### src/rtl/sem_pkg.sv
package sem_pkg;

  typedef struct packed {
    logic [7:0] pixel;
    logic       frame_start;
  } in_item_t;

  typedef struct packed {
    logic [7:0] out_row;
    logic [7:0] out_col;
    logic [7:0] edge_value;
    logic       on_border;
    logic       frame_end;
    logic       run_last;
  } out_item_t;

  // one classified pixel: neighborhood plus the results it owes
  typedef struct packed {
    logic [7:0] w0;
    logic [7:0] w1;
    logic [7:0] w2;
    logic [7:0] w3;
    logic [7:0] w4;
    logic [7:0] w5;
    logic [7:0] t;
    logic [7:0] m;
    logic [7:0] b;
    logic [7:0] r;
    logic [7:0] c;
    logic       e_mid;
    logic       mid_border;
    logic       e_right;
    logic       e_bot;
    logic       e_corner;
  } job_t;

  localparam int unsigned CfgIdxWidth = 0;
  localparam int unsigned CfgIdxHeight = 1;

endpackage

### src/rtl/sem_front.sv
module sem_front #(
  parameter int MAX_WIDTH = 256,
  parameter int MAX_HEIGHT = 256
) (
  input  logic             clk,
  input  logic             rst,
  input  logic             cfg_we,
  input  logic             cfg_idx,
  input  logic [8:0]       cfg_data,
  input  sem_pkg::in_item_t in_data,
  input  logic             in_valid,
  output logic             in_ready,
  output sem_pkg::job_t    job,
  output logic             job_valid,
  input  logic             job_ready
);
  localparam int CW = $clog2(MAX_WIDTH);
  localparam int RW = $clog2(MAX_HEIGHT);

  logic [8:0] frame_width, frame_height;
  logic [CW-1:0] col_pos;
  logic [RW-1:0] row_pos;
  logic [7:0] upper_line [MAX_WIDTH];
  logic [7:0] middle_line [MAX_WIDTH];
  logic [7:0] win [6];

  // stage 1: pixel accepted, line stores being read
  logic            s1_valid;
  logic [7:0]      s1_pix;
  logic [CW-1:0]   s1_c;
  logic [RW-1:0]   s1_r;
  logic [CW:0]     s1_w;
  logic [RW:0]     s1_h;
  logic [7:0]      rd_t, rd_m;

  logic [CW:0] w_use;
  logic [RW:0] h_use;
  logic [CW:0] col_sat;
  logic [RW:0] row_sat;
  logic [CW-1:0] c_now;
  logic [RW-1:0] r_now;
  logic accept, advance;

  always_comb begin
    if (frame_width < 9'd3) w_use = (CW+1)'(3);
    else if ({23'd0, frame_width} > MAX_WIDTH) w_use = (CW+1)'(MAX_WIDTH);
    else w_use = (CW+1)'(frame_width);
    if (frame_height < 9'd3) h_use = (RW+1)'(3);
    else if ({23'd0, frame_height} > MAX_HEIGHT) h_use = (RW+1)'(MAX_HEIGHT);
    else h_use = (RW+1)'(frame_height);
    col_sat = in_data.frame_start ? '0 : {1'b0, col_pos};
    row_sat = in_data.frame_start ? '0 : {1'b0, row_pos};
    if (col_sat >= w_use) col_sat = w_use - 1'b1;
    if (row_sat >= h_use) row_sat = h_use - 1'b1;
    c_now = col_sat[CW-1:0];
    r_now = row_sat[RW-1:0];
  end

  // stage 1 forwards to the queue; only one item in flight keeps line reads coherent
  assign advance = s1_valid && (!job_valid || job_ready);
  assign in_ready = !s1_valid && (!job_valid || job_ready);
  assign accept = in_valid && in_ready;

  always_ff @(posedge clk) begin
    if (rst) begin
      frame_width <= 9'd188;
      frame_height <= 9'd120;
    end else if (cfg_we) begin
      if (cfg_idx == 1'(sem_pkg::CfgIdxWidth)) frame_width <= cfg_data;
      else frame_height <= cfg_data;
    end
  end

  always_ff @(posedge clk) begin
    if (rst) begin
      col_pos <= '0;
      row_pos <= '0;
      s1_valid <= 1'b0;
    end else begin
      if (accept) begin
        s1_valid <= 1'b1;
        if ({1'b0, c_now} >= w_use - 1'b1) begin
          col_pos <= '0;
          row_pos <= ({1'b0, r_now} >= h_use - 1'b1) ? '0 : r_now + 1'b1;
        end else begin
          col_pos <= c_now + 1'b1;
          row_pos <= r_now;
        end
      end else if (advance) begin
        s1_valid <= 1'b0;
      end
    end
  end

  always_ff @(posedge clk) begin
    if (accept) begin
      s1_pix <= in_data.pixel;
      s1_c <= c_now;
      s1_r <= r_now;
      s1_w <= w_use;
      s1_h <= h_use;
      rd_t <= upper_line[c_now];
      rd_m <= middle_line[c_now];
    end
    if (advance) begin
      upper_line[s1_c] <= rd_m;
      middle_line[s1_c] <= s1_pix;
    end
  end

  always_ff @(posedge clk) begin
    if (rst) begin
      for (int i = 0; i < 6; i++) win[i] <= '0;
    end else if (advance) begin
      win[0] <= win[3];
      win[1] <= win[4];
      win[2] <= win[5];
      win[3] <= rd_t;
      win[4] <= rd_m;
      win[5] <= s1_pix;
    end
  end

  logic rc_ok, last_c, last_r;
  sem_pkg::job_t j;
  always_comb begin
    rc_ok = (s1_r != '0) && (s1_c != '0);
    last_c = ({1'b0, s1_c} == s1_w - 1'b1);
    last_r = ({1'b0, s1_r} == s1_h - 1'b1);
    j.w0 = win[0]; j.w1 = win[1]; j.w2 = win[2];
    j.w3 = win[3]; j.w4 = win[4]; j.w5 = win[5];
    j.t = rd_t; j.m = rd_m; j.b = s1_pix;
    j.r = 8'(s1_r);
    j.c = 8'(s1_c);
    j.e_mid = rc_ok;
    j.mid_border = (s1_r == RW'(1)) || (s1_c == CW'(1));
    j.e_right = rc_ok && last_c;
    j.e_bot = last_r && (s1_c != '0);
    j.e_corner = last_r && (s1_c != '0) && last_c;
  end

  always_ff @(posedge clk) begin
    if (rst) job_valid <= 1'b0;
    else if (advance) job_valid <= 1'b1;
    else if (job_ready) job_valid <= 1'b0;
  end

  always_ff @(posedge clk) begin
    if (advance) job <= j;
  end
endmodule

### config.mk
export PLATFORM = sky130hd
export DESIGN_NAME = sem_front
export DESIGN_NICKNAME = d
export VERILOG_FILES = /design/src/rtl/sem_pkg.sv /design/src/rtl/sem_front.sv
export SDC_FILE = /design/constraint.sdc
export NUM_CORES = 2
export LEC_CHECK = 0
export BUFFER_PORTS_ARGS = -buffer_cell sky130_fd_sc_hd__buf_4
export CAP_MARGIN = 20
export CORE_AREA = 2 2 760 762
export CTS_CLUSTER_DIAMETER = 200
export CTS_CLUSTER_SIZE = 10
export DETAILED_ROUTE_END_ITERATION = 6
export DIE_AREA = 0 0 762 764
export PLACE_DENSITY_LB_ADDON = 0.3
export SKIP_CTS_REPAIR_TIMING = 1
export SYNTH_ARGS = -nofsm -noshare
export SYNTH_HDL_FRONTEND = slang
export SYNTH_MEMORY_MAX_BITS = 65536
export SYNTH_SLANG_ARGS = --single-unit
### constraint.sdc
create_clock -name clk -period 7 [get_ports clk]
set_input_delay 1.05 -clock clk [delete_from_list [all_inputs] [get_ports clk]]
set_output_delay 1.05 -clock clk [all_outputs]
set_load 0.05 [all_outputs]
==> impl_metrics.py <==
metrics = {
    "timing": {
        "min_period_ps": 6700,
        "timing.fmax_mhz": 149,
        "clock_skew_ps": 113,
        "finalSetupViolations": 0,
        "hold_viol": 0,
        "slew_headroom_pct": -23.2,
        "fin_crit_sh_pct": 95.8,
        "slew_viol_final": 92,
        "fin_setup_tns_ps": 0,
        "worst_slack_ps": 296,
        "worst_pin_slew_ps": 1850,
    },
    "cells_and_area": {
        "stdcell_count": 20500,
        "multi_input_area_mm2": 0.0394,
        "area_growth_pct": 16.7,
        "seq_area_mm2": 0.130,
        "nFillCells": 55000,
        "final_cell_mix": "edfxtp_1, nand2_1, buf_4, nand3_1, mux2i_1",
        "drive_above_1_share_pct": 13.9,
        "final_common_cell": "edfxtp_1",
        "nets": 12900,
    },
    "place": {
        "post-dp-hpwl_um": 391000,
        "gp_congestion": 0.902,
        "place_ws_ps": -163,
        "portBuffers": 118,
        "dp.cells": 20000,
    },
    "run_status": {
        "status": "complete, but fails checks",
        "violations": "design-rule violations, max-slew violations",
    },
    "drt": {
        "final_antenna_net_count": 0,
        "post_drt_wl_per_cell_um": 31.3,
        "vias": 113000,
        "drt-initial-drc-count": 17100,
        "drt_wl_total_um": 641000,
        "route.detailed.drc": 1,
        "vias_per_cell": 5.49,
        "dr.pass1.iters": 7,
    },
    "synth": {
        "synth_largest_area_cell": "edfxtp_1",
        "ys_types": 77,
        "syn_nets": 12200,
        "seq_area_frac_synth_pct": 75.5,
        "netlist_area_mm2": 0.172,
        "postSynth.asyncResetShare_pct": 0,
        "synthesis.instances": 12200,
        "synth_top_area_share_pct": 75.1,
        "yosys-top-cells-area": "edfxtp_1, nand2_1, mux2i_1",
        "synth_area_per_cell_um2": 14.1,
        "synth-edff-count": 4295,
        "yosys_warnings": 0,
        "ys_ff_latch": 4331,
        "synth_ff_type": "edfxtp_1",
    },
    "power_and_ir_drop": {
        "p_int_uw": 41200,
        "p_leak_uw": 0.0670,
        "p_sw_uw": 11700,
        "powerDensity_mw_per_mm2": 264,
        "p_comb_share_pct": 4.1,
        "vdd.ir_drop.worst_mv": 0.244,
        "p_seq_share_pct": 54.4,
        "total_power_uw": 52900,
        "switching_share_pct": 22.2,
        "power_frac_clock_pct": 41.4,
    },
    "grt": {
        "grt-busiest-layer": "met2",
        "gr-usage-all-layers_pct": 21.2,
        "grt_overflow": 0,
        "grt_pass1_vias": 105000,
        "grt_pass1_wl_um": 877000,
        "grt_util_met2_pct": 32.4,
        "use_met1_pct": 28.9,
        "grt_max_degree": 179,
        "antenna_found_initial": 44,
        "grt_util_met3_pct": 4.80,
    },
    "clock_network": {
        "cts.htree.levels": 5,
        "clk_pin_slew_ps": 60,
        "clk_latency_ps": 1090,
        "clock_path_buffers": 4,
        "numCtsBuffers": 471,
        "cts_root_buf": "clkbuf_16",
        "cts.sinks": 4331,
        "cts_tree": "yes",
    },
    "setup_path": {
        "cp-end-kind": "register",
        "crit_arrival_ps": 7560,
        "worstReg2RegStart": "frame_width[3]$_SDFFE_PP1P_",
        "path_depth": 20,
        "critPathSlowestCell": "nand4_1",
        "cp-endpoint": "rd_m[6]$_DFFE_PP_",
        "crit_buf_inv": 6,
        "path_common_cell": "buf_12",
        "cp.required_ps": 7850,
        "worstPathCellList": "or4_1 > nor3_2 > o21ai_0 > buf_4 > inv_1 > ha_1 > nor2b_1 > o21ai_1 > a221oi_4 > mux2i_4 > buf_12 > inv_16 > buf_12 > nand2_4 > buf_12 > o221ai_1 > a31oi_1 > o21ai_0 > nand4_1 > nor4_2",
        "setup.worst_path.class": "register to register",
        "worstPathMaxFanout": 32,
        "r2r_end": "rd_m[6]$_DFFE_PP_",
        "r2r_slack_ps": 300,
        "ff2ff_path_depth": 20,
        "startpoint": "frame_width[3]$_SDFFE_PP1P_",
        "crit_path_start_kind": "register",
        "path_delay_family": "simple AND/OR/NAND/NOR gates",
        "max_stage_delay_ps": 930,
    },
    "floorplan": {
        "rows": 279,
        "boundaryPins": 119,
        "die-area_mm2": 0.582,
        "core_mm2": 0.575,
        "die_x_um": 762,
        "fp.dieH_um": 764,
        "initial_core_util_pct": 29.9,
    },
    "job": {
        "max-cap-violations": 0,
    },
    "hold_path": {
        "min_path_type": "input port to register",
        "worstHoldPathCells": 1,
    },
}
## logic make-up (layout without fill, tap and decap cells)
logic type	count (synthesis)	after routing	synth area share (%)
AO/OA/AOI/OAI	1667	1667	6.33
XOR/XNOR	34	34	0.173
adder cells (fa/ha/maj)	38	38	0.277
buffers and inverters	835	1594	2.20
flip-flops	4331	4331	75.5
multiplexers	688	688	4.18
other	0	17	0
AND/OR/NAND/NOR	4562	4562	11.3
## worst min-delay path by stage
| stage | from | to | slack [ps] |
|---|---|---|---|
| after CTS | in_data[4] | s1_pix[3]$_DFFE_PP_ | 100 |
| final | in_data[4] | s1_pix[3]$_DFFE_PP_ | 170 |
| after global routing | in_data[3] | s1_pix[2]$_DFFE_PP_ | 140 |
| after global placement | win[2][7]$_SDFFCE_PN0P_ | job[76]$_DFFE_PP_ | 400 |
| after detailed placement | win[2][7]$_SDFFCE_PN0P_ | job[76]$_DFFE_PP_ | 410 |
| after floorplan | win[2][0]$_SDFFCE_PN0P_ | job[69]$_DFFE_PP_ | 400 |
## worst register-to-register path, cell delays in order, from the launching register on
cell and delay, ps:
dfxtp_1 350, or4_1 580, nor3_2 230, o21ai_0 130, buf_4 180, inv_1 140, ha_1 260, nor2b_1 120
o21ai_1 170, a221oi_4 390, mux2i_4 140, buf_12 210, inv_16 220, buf_12 310, nand2_4 440, buf_12 400
o221ai_1 300, a31oi_1 110, o21ai_0 330, nand4_1 930, nor4_2 530
## metrics by stage
step,area (µm²),hold slack (ps),utilization (%)
final,200000,168,34.9
after global routing,200000,140,34.9
after CTS,200000,98.2,34.8
after detailed placement,188000,407,32.6
after global placement,187000,402,32.6
after floorplan,172000,400,-
## metal layers
metal / vias up / wire length [µm]
met5: - / 175
met4: 22 / 32200
met3: 1184 / 69800
met2: 6724 / 284000
met1: 57800 / 255000
li1: 47000 / -
## area by class of cell
type | count | share of cell area (%)
diodes | 17 | 0.0212
clock buffers | 515 | 5.99
clock inverters | 25 | 0.290
inverters | 52 | 0.128
multi-input cells | 6989 | 19.7
flip-flops and latches | 4331 | 64.7
well taps | 7587 | 4.74
repair buffers | 1002 | 4.46
## cells in the mapped netlist (9+ instances only)
master	n
a2111oi_0	18
a211oi_1	37
a21boi_0	10
a21o_1	15
a21oi_1	607
a221o_1	16
a221oi_1	43
a22oi_1	89
a311oi_1	68
a31oi_1	162
a32oi_1	77
a41oi_1	15
and2_1	54
and3_1	105
buf_1	99
buf_2	356
buf_4	39
clkbuf_1	283
dfxtp_1	36
edfxtp_1	4295
ha_1	38
inv_1	46
mux2i_1	659
mux4_2	22
nand2_1	2840
nand2b_1	24
nand3_1	831
nand3b_1	12
nand4_1	73
nor2_1	353
nor2b_1	28
nor3_1	82
nor4_1	122
o2111ai_1	17
o211ai_1	21
o21ai_0	108
o221ai_1	106
o22ai_1	185
o311ai_0	12
o31ai_1	11
o41ai_1	9
or3_1	11
or4_1	13
xnor2_1	20
xor2_1	14
## power by group through the flow
stage / sequential (µW) / combinational [µW] / clock, µW
2_1_floorplan: 29700 / 848 / 0
6_report: 28800 / 2200 / 21900
4_1_cts: 28800 / 2150 / 22200
3_3_place_gp: 29300 / 2130 / 0
5_1_grt: 28800 / 2290 / 23100
3_5_place_dp: 29300 / 2150 / 0
## flip-flops by register name, indices dropped and copies added, names as in the netlist
register,cells
s1_w,9
frame_width,9
middle_line,2048
rd_m,8
job,93
col_pos,8
row_pos,8
s1_pix,8
s1_c,8
upper_line,2048
frame_height,9
rd_t,8
s1_h,9
s1_r,8
win,48
job_valid,1
s1_valid,1
(Power assumes the default switching activity.)
