`src/rtl/sem_pkg.sv`:
```
package sem_pkg;

  typedef struct packed {
    logic [7:0] pixel;
    logic       frame_start;
  } in_item_t;

  typedef struct packed {
    logic [7:0] out_row;
    logic [7:0] out_col;
    logic [7:0] edge_value;
    logic       on_border;
    logic       frame_end;
    logic       run_last;
  } out_item_t;

  // one classified pixel: neighborhood plus the results it owes
  typedef struct packed {
    logic [7:0] w0;
    logic [7:0] w1;
    logic [7:0] w2;
    logic [7:0] w3;
    logic [7:0] w4;
    logic [7:0] w5;
    logic [7:0] t;
    logic [7:0] m;
    logic [7:0] b;
    logic [7:0] r;
    logic [7:0] c;
    logic       e_mid;
    logic       mid_border;
    logic       e_right;
    logic       e_bot;
    logic       e_corner;
  } job_t;

  localparam int unsigned CfgIdxWidth = 0;
  localparam int unsigned CfgIdxHeight = 1;

endpackage

```
`src/rtl/sem_back.sv`:
```
module sem_back (
  input  logic              clk,
  input  logic              rst,
  input  sem_pkg::job_t     job,
  input  logic              job_valid,
  output logic              job_ready,
  output sem_pkg::out_item_t out_data,
  output logic              out_valid,
  input  logic              out_ready
);
  typedef enum logic [4:0] {
    ST_IDLE = 5'b00001,
    ST_GRAD = 5'b00010,
    ST_ROOT = 5'b00100,
    ST_EMIT = 5'b01000,
    ST_SQ   = 5'b10000
  } state_t;

  state_t state;
  sem_pkg::job_t cur;
  logic [3:0] pend;       // mid, right, bottom, corner
  logic [7:0] ax, ay;
  logic [17:0] sum;
  logic [16:0] rem;
  logic [8:0] root;
  logic [3:0] step;
  logic [7:0] mag;

  logic signed [11:0] gx, gy;
  logic [10:0] agx, agy;
  logic [18:0] trial;
  logic [17:0] rem_sh;
  logic [8:0] root_next;

  always_comb begin
    gx = $signed({4'd0, cur.t}) + $signed({3'd0, cur.m, 1'b0}) + $signed({4'd0, cur.b})
       - $signed({4'd0, cur.w0}) - $signed({3'd0, cur.w1, 1'b0}) - $signed({4'd0, cur.w2});
    gy = $signed({4'd0, cur.w0}) + $signed({3'd0, cur.w3, 1'b0}) + $signed({4'd0, cur.t})
       - $signed({4'd0, cur.w2}) - $signed({3'd0, cur.w5, 1'b0}) - $signed({4'd0, cur.b});
    agx = gx[11] ? 11'(-gx) : 11'(gx);
    agy = gy[11] ? 11'(-gy) : 11'(gy);
    // two radicand bits per step, one root bit out
    rem_sh = {rem[15:0], sum[17:16]};
    trial = {1'b0, rem_sh} - {8'd0, root, 2'b01};
    root_next = {root[7:0], !trial[18]};
  end

  logic cur_last;
  always_comb begin
    out_data.edge_value = cur.w4;
    out_data.on_border = 1'b1;
    out_data.frame_end = 1'b0;
    out_data.out_row = cur.r - 8'd1;
    out_data.out_col = cur.c - 8'd1;
    cur_last = 1'b0;
    if (pend[0]) begin
      if (!cur.mid_border) begin
        out_data.edge_value = mag;
        out_data.on_border = 1'b0;
      end
      cur_last = (pend[3:1] == 3'b000);
    end else if (pend[1]) begin
      out_data.out_col = cur.c;
      out_data.edge_value = cur.m;
      cur_last = (pend[3:2] == 2'b00);
    end else if (pend[2]) begin
      out_data.out_row = cur.r;
      out_data.edge_value = cur.w5;
      cur_last = !pend[3];
    end else begin
      out_data.out_row = cur.r;
      out_data.out_col = cur.c;
      out_data.edge_value = cur.b;
      out_data.frame_end = 1'b1;
      cur_last = 1'b1;
    end
    out_data.run_last = cur_last;
  end

  assign job_ready = (state == ST_IDLE);
  assign out_valid = (state == ST_EMIT);

  always_ff @(posedge clk) begin
    if (rst) begin
      state <= ST_IDLE;
      pend <= '0;
    end else begin
      unique case (state)
        ST_IDLE: begin
          if (job_valid) begin
            cur <= job;
            pend <= {job.e_corner, job.e_bot, job.e_right, job.e_mid};
            if (job.e_mid && !job.mid_border) state <= ST_GRAD;
            else if (job.e_mid || job.e_right || job.e_bot || job.e_corner) state <= ST_EMIT;
          end
        end
        ST_GRAD: begin
          ax <= (agx > 11'd255) ? 8'd255 : agx[7:0];
          ay <= (agy > 11'd255) ? 8'd255 : agy[7:0];
          state <= ST_SQ;
        end
        ST_SQ: begin
          sum <= 18'(ax * ax) + 18'(ay * ay);
          rem <= '0;
          root <= '0;
          step <= '0;
          state <= ST_ROOT;
        end
        ST_ROOT: begin
          sum <= {sum[15:0], 2'b00};
          if (!trial[18]) rem <= trial[16:0];
          else rem <= rem_sh[16:0];
          root <= root_next;
          step <= step + 4'd1;
          if (step == 4'd8) begin
            // root can reach 360, clamp to 8 bits
            mag <= root_next[8] ? 8'd255 : root_next[7:0];
            state <= ST_EMIT;
          end
        end
        ST_EMIT: begin
          if (out_ready) begin
            if (pend[0]) pend[0] <= 1'b0;
            else if (pend[1]) pend[1] <= 1'b0;
            else if (pend[2]) pend[2] <= 1'b0;
            else pend[3] <= 1'b0;
            if (cur_last) state <= ST_IDLE;
          end
        end
        default: state <= ST_IDLE;
      endcase
    end
  end
endmodule

```
`config.mk`:
```
export PLATFORM = sky130hd
export DESIGN_NAME = sem_back
export DESIGN_NICKNAME = d
export VERILOG_FILES = /design/src/rtl/sem_pkg.sv /design/src/rtl/sem_back.sv
export SDC_FILE = /design/constraint.sdc
export NUM_CORES = 1
export LEC_CHECK = 0
export CORE_MARGIN = 2
export CORE_UTILIZATION = 60
export CTS_CLUSTER_DIAMETER = 80
export DETAILED_ROUTE_END_ITERATION = 10
export DONT_BUFFER_PORTS = 1
export MAX_ROUTING_LAYER = met4
export PLACE_DENSITY = 0.86
export SKIP_CTS_REPAIR_TIMING = 1
export SYNTH_ARGS = -nofsm -noshare
export SYNTH_HDL_FRONTEND = slang
export SYNTH_SLANG_ARGS = --single-unit
```
`constraint.sdc`:
```
create_clock -name clk -period 18.9 [get_ports clk]
set_input_delay 3.78 -clock clk [delete_from_list [all_inputs] [get_ports clk]]
set_output_delay 3.78 -clock clk [all_outputs]
set_load 0.02 [all_outputs]
```
==> results of run 1 <==
-- synth_stat cells, types with 3 or more instances --
master / number / share of area, %
sky130_fd_sc_hd__inv_1: 232 / 6.5
sky130_fd_sc_hd__edfxtp_1: 160 / 36
sky130_fd_sc_hd__fa_1: 138 / 21
sky130_fd_sc_hd__ha_1: 94 / 8.8
sky130_fd_sc_hd__nand2_1: 77 / 2.2
sky130_fd_sc_hd__nor2_1: 66 / 1.8
sky130_fd_sc_hd__a21oi_1: 47 / 1.8
sky130_fd_sc_hd__xnor2_1: 41 / 2.7
sky130_fd_sc_hd__o21ai_0: 40 / 1.5
sky130_fd_sc_hd__and2_1: 39 / 1.8
sky130_fd_sc_hd__xor2_1: 27 / 1.8
sky130_fd_sc_hd__mux2i_1: 23 / 1.7
sky130_fd_sc_hd__nand3_1: 23 / 0.86
sky130_fd_sc_hd__a21o_1: 19 / 1.1
sky130_fd_sc_hd__clkbuf_1: 19 / 0.53
sky130_fd_sc_hd__nor2b_1: 16 / 0.74
sky130_fd_sc_hd__nor3_1: 16 / 0.60
sky130_fd_sc_hd__a211oi_1: 13 / 0.73
sky130_fd_sc_hd__dfxtp_1: 9 / 1.3
sky130_fd_sc_hd__nand2b_1: 9 / 0.42
sky130_fd_sc_hd__a221oi_1: 8 / 0.52
sky130_fd_sc_hd__or3_1: 8 / 0.37
sky130_fd_sc_hd__o21a_1: 7 / 0.39
sky130_fd_sc_hd__buf_2: 5 / 0.19
sky130_fd_sc_hd__nor3b_1: 5 / 0.28
sky130_fd_sc_hd__nor4_1: 5 / 0.23
sky130_fd_sc_hd__o31ai_1: 5 / 0.28
sky130_fd_sc_hd__or4_1: 5 / 0.28
sky130_fd_sc_hd__a211o_1: 4 / 0.26
sky130_fd_sc_hd__and3_1: 4 / 0.19
sky130_fd_sc_hd__nand4_1: 4 / 0.19
sky130_fd_sc_hd__o21bai_1: 4 / 0.22
sky130_fd_sc_hd__a32oi_1: 3 / 0.20
sky130_fd_sc_hd__and4b_1: 3 / 0.22
sky130_fd_sc_hd__nand3b_1: 3 / 0.17
sky130_fd_sc_hd__nor4bb_1: 3 / 0.22
-- cells by family after synthesis --
kind of cell / after synthesis / synth area share, %
multiplexers: 24 / 1.80
XOR/XNOR: 68 / 4.43
buffers and inverters: 263 / 7.52
AO/OA/AOI/OAI: 177 / 8.83
AND/OR/NAND/NOR: 294 / 11.0
adder cells (fa/ha/maj): 232 / 29.3
flip-flops: 169 / 37.1
-- flip-flops by register name (all words and copies together) (netlist names) --
register  count
ax            8
ay            8
cur          89
mag           8
pend          4
rem          16
root          9
state         5
step          4
sum          18
-- layout make-up --
class,count,share of cell area (%)
flip-flops and latches,169,34.8
clock buffers,17,2.97
inverters,234,6.13
repair buffers,3,0.157
well taps,280,2.44
multi-input cells,795,52.0
clock inverters,15,1.53
-- layout by cell type (no fill, tap or decap), types with 39 or more instances in the layout --
| cell | count |
|---|---|
| sky130_fd_sc_hd__ha_1 | 94 |
| sky130_fd_sc_hd__o21ai_0 | 40 |
| sky130_fd_sc_hd__nand2_1 | 77 |
| sky130_fd_sc_hd__edfxtp_1 | 160 |
| sky130_fd_sc_hd__nor2_1 | 65 |
| sky130_fd_sc_hd__and2_1 | 39 |
| sky130_fd_sc_hd__a21oi_1 | 47 |
| sky130_fd_sc_hd__inv_1 | 232 |
| sky130_fd_sc_hd__fa_1 | 138 |
| sky130_fd_sc_hd__xnor2_1 | 41 |
-- final timing paths --
kind	startpoint	cells past startpoint	end
max reg2reg	ay[2]$_SDFFCE_PN1P_	16	sum[16]$_DFFE_PP_
min	sum[0]$_SDFFCE_PP0P_	2	sum[2]$_DFFE_PP_
max	pend[0]$_SDFFE_PP0P_	5	out_data[18]
min reg2reg	sum[0]$_SDFFCE_PP0P_	2	sum[2]$_DFFE_PP_
-- through the flow --
step / utilization, % / worst slack, ns / instance area (µm²) / std cells / hold slack (ns)
finish: 65.5 / 12.03 / 14300 / 1513 / 0.514
global route: 65.5 / 11.84 / 14300 / 1513 / 0.539
CTS: 65.5 / 12.04 / 14300 / 1513 / 0.518
detailed placement: 62.6 / 12.56 / 13700 / 1481 / 0.497
global placement: 62.6 / 12.71 / 13700 / 1481 / 0.474
floorplan: - / 9.52 / 13400 / 1227 / 0.454
-- metal layers --
layer	global-route usage, %	routed length [µm]
met2	42.4	14100
met4	11.8	1390
met5	-	0
met1	29.7	10800
met3	4.20	1430
-- critical path: cells and delay by family, from the launching register on --
| family | cells | cell delay [ns] |
|---|---|---|
| XOR/XNOR | 1 | 0.45 |
| AND/OR/NAND/NOR | 4 | 1.33 |
| flip-flops | 1 | 0.86 |
-- power by group through the flow --
| stage | clock network, W | registers (W) | logic [W] |
|---|---|---|---|
| 5_1_grt | 0.000387 | 0.000501 | 0.00146 |
| 3_3_place_gp | 0 | 0.000504 | 0.00122 |
| 3_5_place_dp | 0 | 0.000506 | 0.00127 |
| 2_1_floorplan | 0 | 0.000495 | 0.00106 |
| 4_1_cts | 0.000375 | 0.000497 | 0.00129 |
| 6_report | 0.000372 | 0.000498 | 0.00130 |
==> metrics.md, run 1 <==
| Metric | Value |
|---|---|
| Sequential standard cell area | `around 0.005 mm²` |
| Number of I/O pins | `126` |
| Switching share of power | `between 40% and 50%` |
| Actual slew at the worst max-slew pin | `1.11 ns` |
| Area of the mapped netlist | `0.0134 mm²` |
| Sequential fraction of the synthesis area | `37.1%` |
| X dimension of the die | `154 µm` |
| Vias in the first global route | `9171` |
| GRT Residual Overflow | `0` |
| Share of cells above drive strength 1 | `4.22%` |
| Cts bufs inserted | `17` |
| Max stage delay cell, worst path | `sky130_fd_sc_hd__dfxtp_1` |
| Arrival time at the worst endpoint | `3.09 ns` |
| Crit path required time | `15.12 ns` |
| CP startpoint kind | `register` |
| Diodes inserted | `0` |
| Half-perimeter wire length after detailed placement | `21100 µm` |
| Count of mapped cells out of synthesis | `1227` |
| Sw power | `0.000971 W` |
| DRC violation count after routing | `0` |
| Pin count of the biggest net entering global routing | `84` |
| Final critical-path required period | `about 6.9 ns` |
| Full die area | `0.0236 mm²` |
| Path type of the worst setup path | `register to output port` |
| Setup repair after global routing missed its margin | `no` |
| Timing-limited maximum frequency | `146 MHz` |
| Clock sink count | `169` |
| Sequential share of power | `between 20% and 30%` |
| Standard cell core area | `approximately 0.022 mm²` |
| Worst setup EP type | `output port` |
| Synth warnings | `0` |
| Setup violators final | `0` |
| Clock latency on the worst-skew pair | `0.45 ns` |
| Final net count | `1549` |
| Proportion of synthesized flip-flops having asynchronous set or reset | `0%` |
| Remaining antenna violation count after routing | `0` |
| Flip-flop cell with the highest count after synthesis | `sky130_fd_sc_hd__edfxtp_1` |
| Initial antenna violation count | `0` |
| Final GP Congestion | `slightly below 0.9` |
| Count of fill cells added during filler insertion | `1572` |
| Status | `finished, final reports clean` |
| Global-route usage over all layers | `around 25%` |
| Final-layout setup total negative slack | `0 ns` |
| Global-route wire length before repair | `45400 µm` |
| Routed vias | `8791` |
| Fraction of power consumed by the clock network | `17.2%` |
| Number of core rows | `between 50 and 60` |
| Synthesized Nets | `1556` |
| Area growth, synth to finish | `6.68%` |
| Critical-path cell list | `nor2_1 > or4_1 > or3_1 > nor3_1 > xor2_1` |
| Total power consumption of the routed design | `0.00217 W` |
| Kind of path behind the tightest hold check | `register to register` |
| Maximum net fanout on the critical path | `24` |
| Ratio of total power to cell area | `around 150 mW/mm²` |
| Internal Dissipation | `approximately 0.0012 W` |
| Final routed wire length divided by cell count | `18.3 µm` |
| Number of flip-flops and latches in the synthesized netlist | `169` |
| Final Routed Wirelength | `approximately 28000 µm` |
| Port Buf Inserts | `0` |
| Final period utilization | `36.3%` |
| Maximum level of the CTS H-tree | `4` |
| Number of failing hold endpoints at the final stage | `0` |
| Footprint of the multi-input gates | `0.00746 mm²` |
| Peak per-stage delay on the critical path | `0.86 ns` |
| Initial cell density of the core | `61.4%` |
| Normalized max-slew margin | `25.1%` |
| Clk slew on worst S/H paths | `0.08 ns` |
| CTS tree | `built` |
| First drt pass iteration count | `5` |
| Final Max Slew Viols | `0` |
| Library cells used by synthesis | `67` |
| Reg2Reg Setup Slack | `12.76 ns` |
| Clock tree root driver cell | `sky130_fd_sc_hd__clkbuf_16` |
| Static Leak | `6.18 nW` |
| Die height | `154 µm` |
| Synthesized area divided by synthesized cell count | `11.0 µm²` |
| Initial drt markers | `569` |
| Via density | `5.81` |
| Max_cap viols | `0` |
| Logic gate share of total power | `59.8%` |
| Maximum buffer depth of the clock tree | `2` |
| Skew final | `0.0197 ns` |
| Peak supply drop | `0.102 mV` |
| Count of flip-flops with a built-in enable after synthesis | `160` |
Power figures use the tool's default switching activity.
==> run 2: changes to the inputs <==
Clock period 18.9 ns to 6.84 ns, I/O delays scaled along.
==> metrics.md, run 2 (synthesis results as in run 1) <==
| Metric | Value |
|---|---|
| Register with the highest flop count | `cur (unchanged)` |
| Final-layout setup total negative slack | `0 ns (unchanged)` |
| Largest registers | `cur (89), sum (18), rem (16) (unchanged)` |
| Area growth, synth to finish | `6.93% (was 6.68%)` |
| Diodes inserted | `0 (unchanged)` |
| Final Routed Wirelength | `27200 µm (was 27700 µm)` |
| Final Max Slew Viols | `0 (unchanged)` |
| Fraction of power consumed by the clock network | `17.5% (was 17.2%)` |
| Path type of the worst setup path | `register to register (was register to output port)` |
| Maximum buffer depth of the clock tree | `2 (unchanged)` |
| Worst setup EP type | `register (was output port)` |
| Via density | `5.74 (was 5.81)` |
| Sequential share of power | `22.8% (was 23.0%)` |
| Ratio of total power to cell area | `417 mW/mm² (was 151 mW/mm²)` |
| Half-perimeter wire length after detailed placement | `21200 µm (was 21100 µm)` |
| Internal Dissipation | `0.00331 W (was 0.00120 W)` |
| Count of fill cells added during filler insertion | `1600 (was 1572)` |
| Maximum level of the CTS H-tree | `4 (unchanged)` |
| Logic gate share of total power | `59.7% (was 59.8%)` |
| Final net count | `1551 (was 1549)` |
| Critical-path cell list | `and2_1 > fa_1 > inv_1 > fa_1 > inv_1 > fa_1 > fa_1 > fa_1 > inv_1 > fa_1 > inv_1 > ha_1 > or3_1 > o21ai_0 > o21ai_0 > a21oi_1 > xnor2_1 > o21ai_0 (was nor2_1 > or4_1 > or3_1 > nor3_1 > xor2_1)` |
| Initial antenna violation count | `0 (unchanged)` |
| Number of I/O pins | `126 (unchanged)` |
| Number of core rows | `54 (unchanged)` |
| Initial drt markers | `688 (was 569)` |
| Normalized max-slew margin | `27.4% (was 25.1%)` |
| GRT Residual Overflow | `0 (unchanged)` |
| Sw power | `0.00268 W (was 0.000971 W)` |
| Final period utilization | `roughly 87%` |
| Full die area | `0.0236 mm² (unchanged)` |
| Crit path required time | `6.99 ns (was 15.12 ns)` |
| Clock latency on the worst-skew pair | `0.45 ns (about the same)` |
| Most used cells in the layout excluding fill and tap cells | `232 x sky130_fd_sc_hd__inv_1, 160 x sky130_fd_sc_hd__edfxtp_1, 138 x sky130_fd_sc_hd__fa_1 (unchanged)` |
| Max_cap viols | `0 (unchanged)` |
| Initial cell density of the core | `61.4% (unchanged)` |
| Global-route wire length before repair | `44800 µm (was 45400 µm)` |
| Max FFs per register | `89 (unchanged)` |
| Maximum net fanout on the critical path | `9 (was 24)` |
| Skew final | `0.0219 ns (was 0.0197 ns)` |
| Smallest setup slack after layout | `0.871 ns (was 12.03 ns)` |
| Setup violators final | `0 (unchanged)` |
| Final routed wire length divided by cell count | `17.9 µm (was 18.3 µm)` |
| Timing-limited maximum frequency | `between 150 and 200 MHz` |
| DRC violation count after routing | `0 (unchanged)` |
| Final critical-path required period | `5.97 ns` |
| Arrival time at the worst endpoint | `6.12 ns (was 3.09 ns)` |
| Final GP Congestion | `0.891 (about the same)` |
| Setup repair after global routing missed its margin | `no (unchanged)` |
| Routed vias | `8697 (was 8791)` |
| CTS tree | `built (unchanged)` |
| Switching share of power | `44.8% (about the same)` |
| Peak per-stage delay on the critical path | `0.54 ns (was 0.86 ns)` |
| Port Buf Inserts | `0 (unchanged)` |
| Clock tree root driver cell | `sky130_fd_sc_hd__clkbuf_16 (unchanged)` |
| Status | `finished, final reports clean (unchanged)` |
| Worst Setup Slack post-DPL | `0.859 ns (was 12.56 ns)` |
| Vias in the first global route | `9102 (was 9171)` |
| CP startpoint kind | `register (unchanged)` |
| Peak supply drop | `0.334 mV (was 0.102 mV)` |
| Most common library cell in the layout ignoring fill and taps | `sky130_fd_sc_hd__inv_1 (unchanged)` |
| Clock sink count | `169 (unchanged)` |
| Actual slew at the worst max-slew pin | `1.08 ns (was 1.11 ns)` |
| First drt pass iteration count | `5 (unchanged)` |
| Die height | `154 µm (unchanged)` |
| Static Leak | `6.19 nW (was 6.18 nW)` |
| Cts bufs inserted | `17 (unchanged)` |
| Share of cells above drive strength 1 | `4.37% (was 4.22%)` |
| Remaining antenna violation count after routing | `0 (unchanged)` |
| Standard cell core area | `0.0219 mm² (unchanged)` |
| X dimension of the die | `154 µm (unchanged)` |
| Most frequent cell on the critical path | `sky130_fd_sc_hd__fa_1` |
| Pin count of the biggest net entering global routing | `71 (was 84)` |
| Number of failing hold endpoints at the final stage | `0 (unchanged)` |
| Max stage delay cell, worst path | `sky130_fd_sc_hd__fa_1 (was sky130_fd_sc_hd__dfxtp_1)` |
| Kind of path behind the tightest hold check | `register to register (unchanged)` |
| Total power consumption of the routed design | `0.00599 W (was 0.00217 W)` |
| Clk slew on worst S/H paths | `0.08 ns (about the same)` |
| Global-route usage over all layers | `24.8% (was 25.2%)` |
run 2: cell types whose count changed in the layout (fill, tap and decap cells not counted):
| cell | before | now |
|---|---|---|
| sky130_fd_sc_hd__buf_4 | 3 | 5 |
| sky130_fd_sc_hd__clkinv_8 | 6 | 4 |
| sky130_fd_sc_hd__inv_12 | 5 | 6 |
| sky130_fd_sc_hd__inv_16 | 0 | 1 |
| sky130_fd_sc_hd__inv_6 | 2 | 0 |
| sky130_fd_sc_hd__inv_8 | 2 | 4 |
| sky130_fd_sc_hd__nor4b_2 | 1 | 0 |
| sky130_fd_sc_hd__nor4b_4 | 0 | 1 |
run 2: power by group through the flow:
stage	Clock [W]	Combinational [W]	Sequential [W]
3_3_place_gp	0	0.00338	0.00139
5_1_grt	0.00109	0.00403	0.00138
6_report	0.00105	0.00357	0.00137
2_1_floorplan	0	0.00294	0.00137
3_5_place_dp	0	0.00352	0.00139
4_1_cts	0.00105	0.00356	0.00137
run 2: routing by layer:
metal	vias up	routed length (µm)	track usage, %
met5	-	0	-
met2	305	13900	41.4
met4	0	1310	11.7
li1	4083	-	-
met3	83	1400	4.40
met1	4226	10600	29.3
run 2: final cells by class:
type	count	area [µm²]	area share, %
clock inverter	15	228	1.58
clock buffer	17	425	2.96
tap	280	350	2.44
multi-input combinational	795	7470	52.0
sequential	169	4980	34.7
timing repair buffer	5	37.5	0.261
inverter	234	878	6.11
run 2: critical path, delay by kind of cell (launching register included):
family	cells	cell delay, ns
xor gates and xnor gates	1	0.13
adders and majority gates	7	3.28
AOI/OAI and AO/OA	4	0.89
and+or+nand+nor	2	0.64
buffers and inverters	4	0.21
DFF	1	0.52
run 2: worst paths after layout:
kind | start | end | slack, ns | depth (start not counted)
max | ay[6]$_SDFFCE_PN1P_ | sum[16]$_DFFE_PP_ | 0.87 | 18
min reg2reg | pend[3]$_SDFFE_PP0P_ | pend[3]$_SDFFE_PP0P_ | 0.49 | 2
max reg2reg | ay[6]$_SDFFCE_PN1P_ | sum[16]$_DFFE_PP_ | 0.87 | 18
min | pend[3]$_SDFFE_PP0P_ | pend[3]$_SDFFE_PP0P_ | 0.49 | 2
run 2: through the flow:
stage / hold WS (ns) / cell area (µm²) / instances / utilization [%]
after global placement: 0.468 / 13700 / 1483 / 62.7
final: 0.492 / 14400 / 1515 / 65.6
after global routing: 0.528 / 14400 / 1515 / 65.6
after floorplan: 0.454 / 13400 / 1227 / -
after detailed placement: 0.482 / 13700 / 1483 / 62.7
after CTS: 0.493 / 14400 / 1515 / 65.6
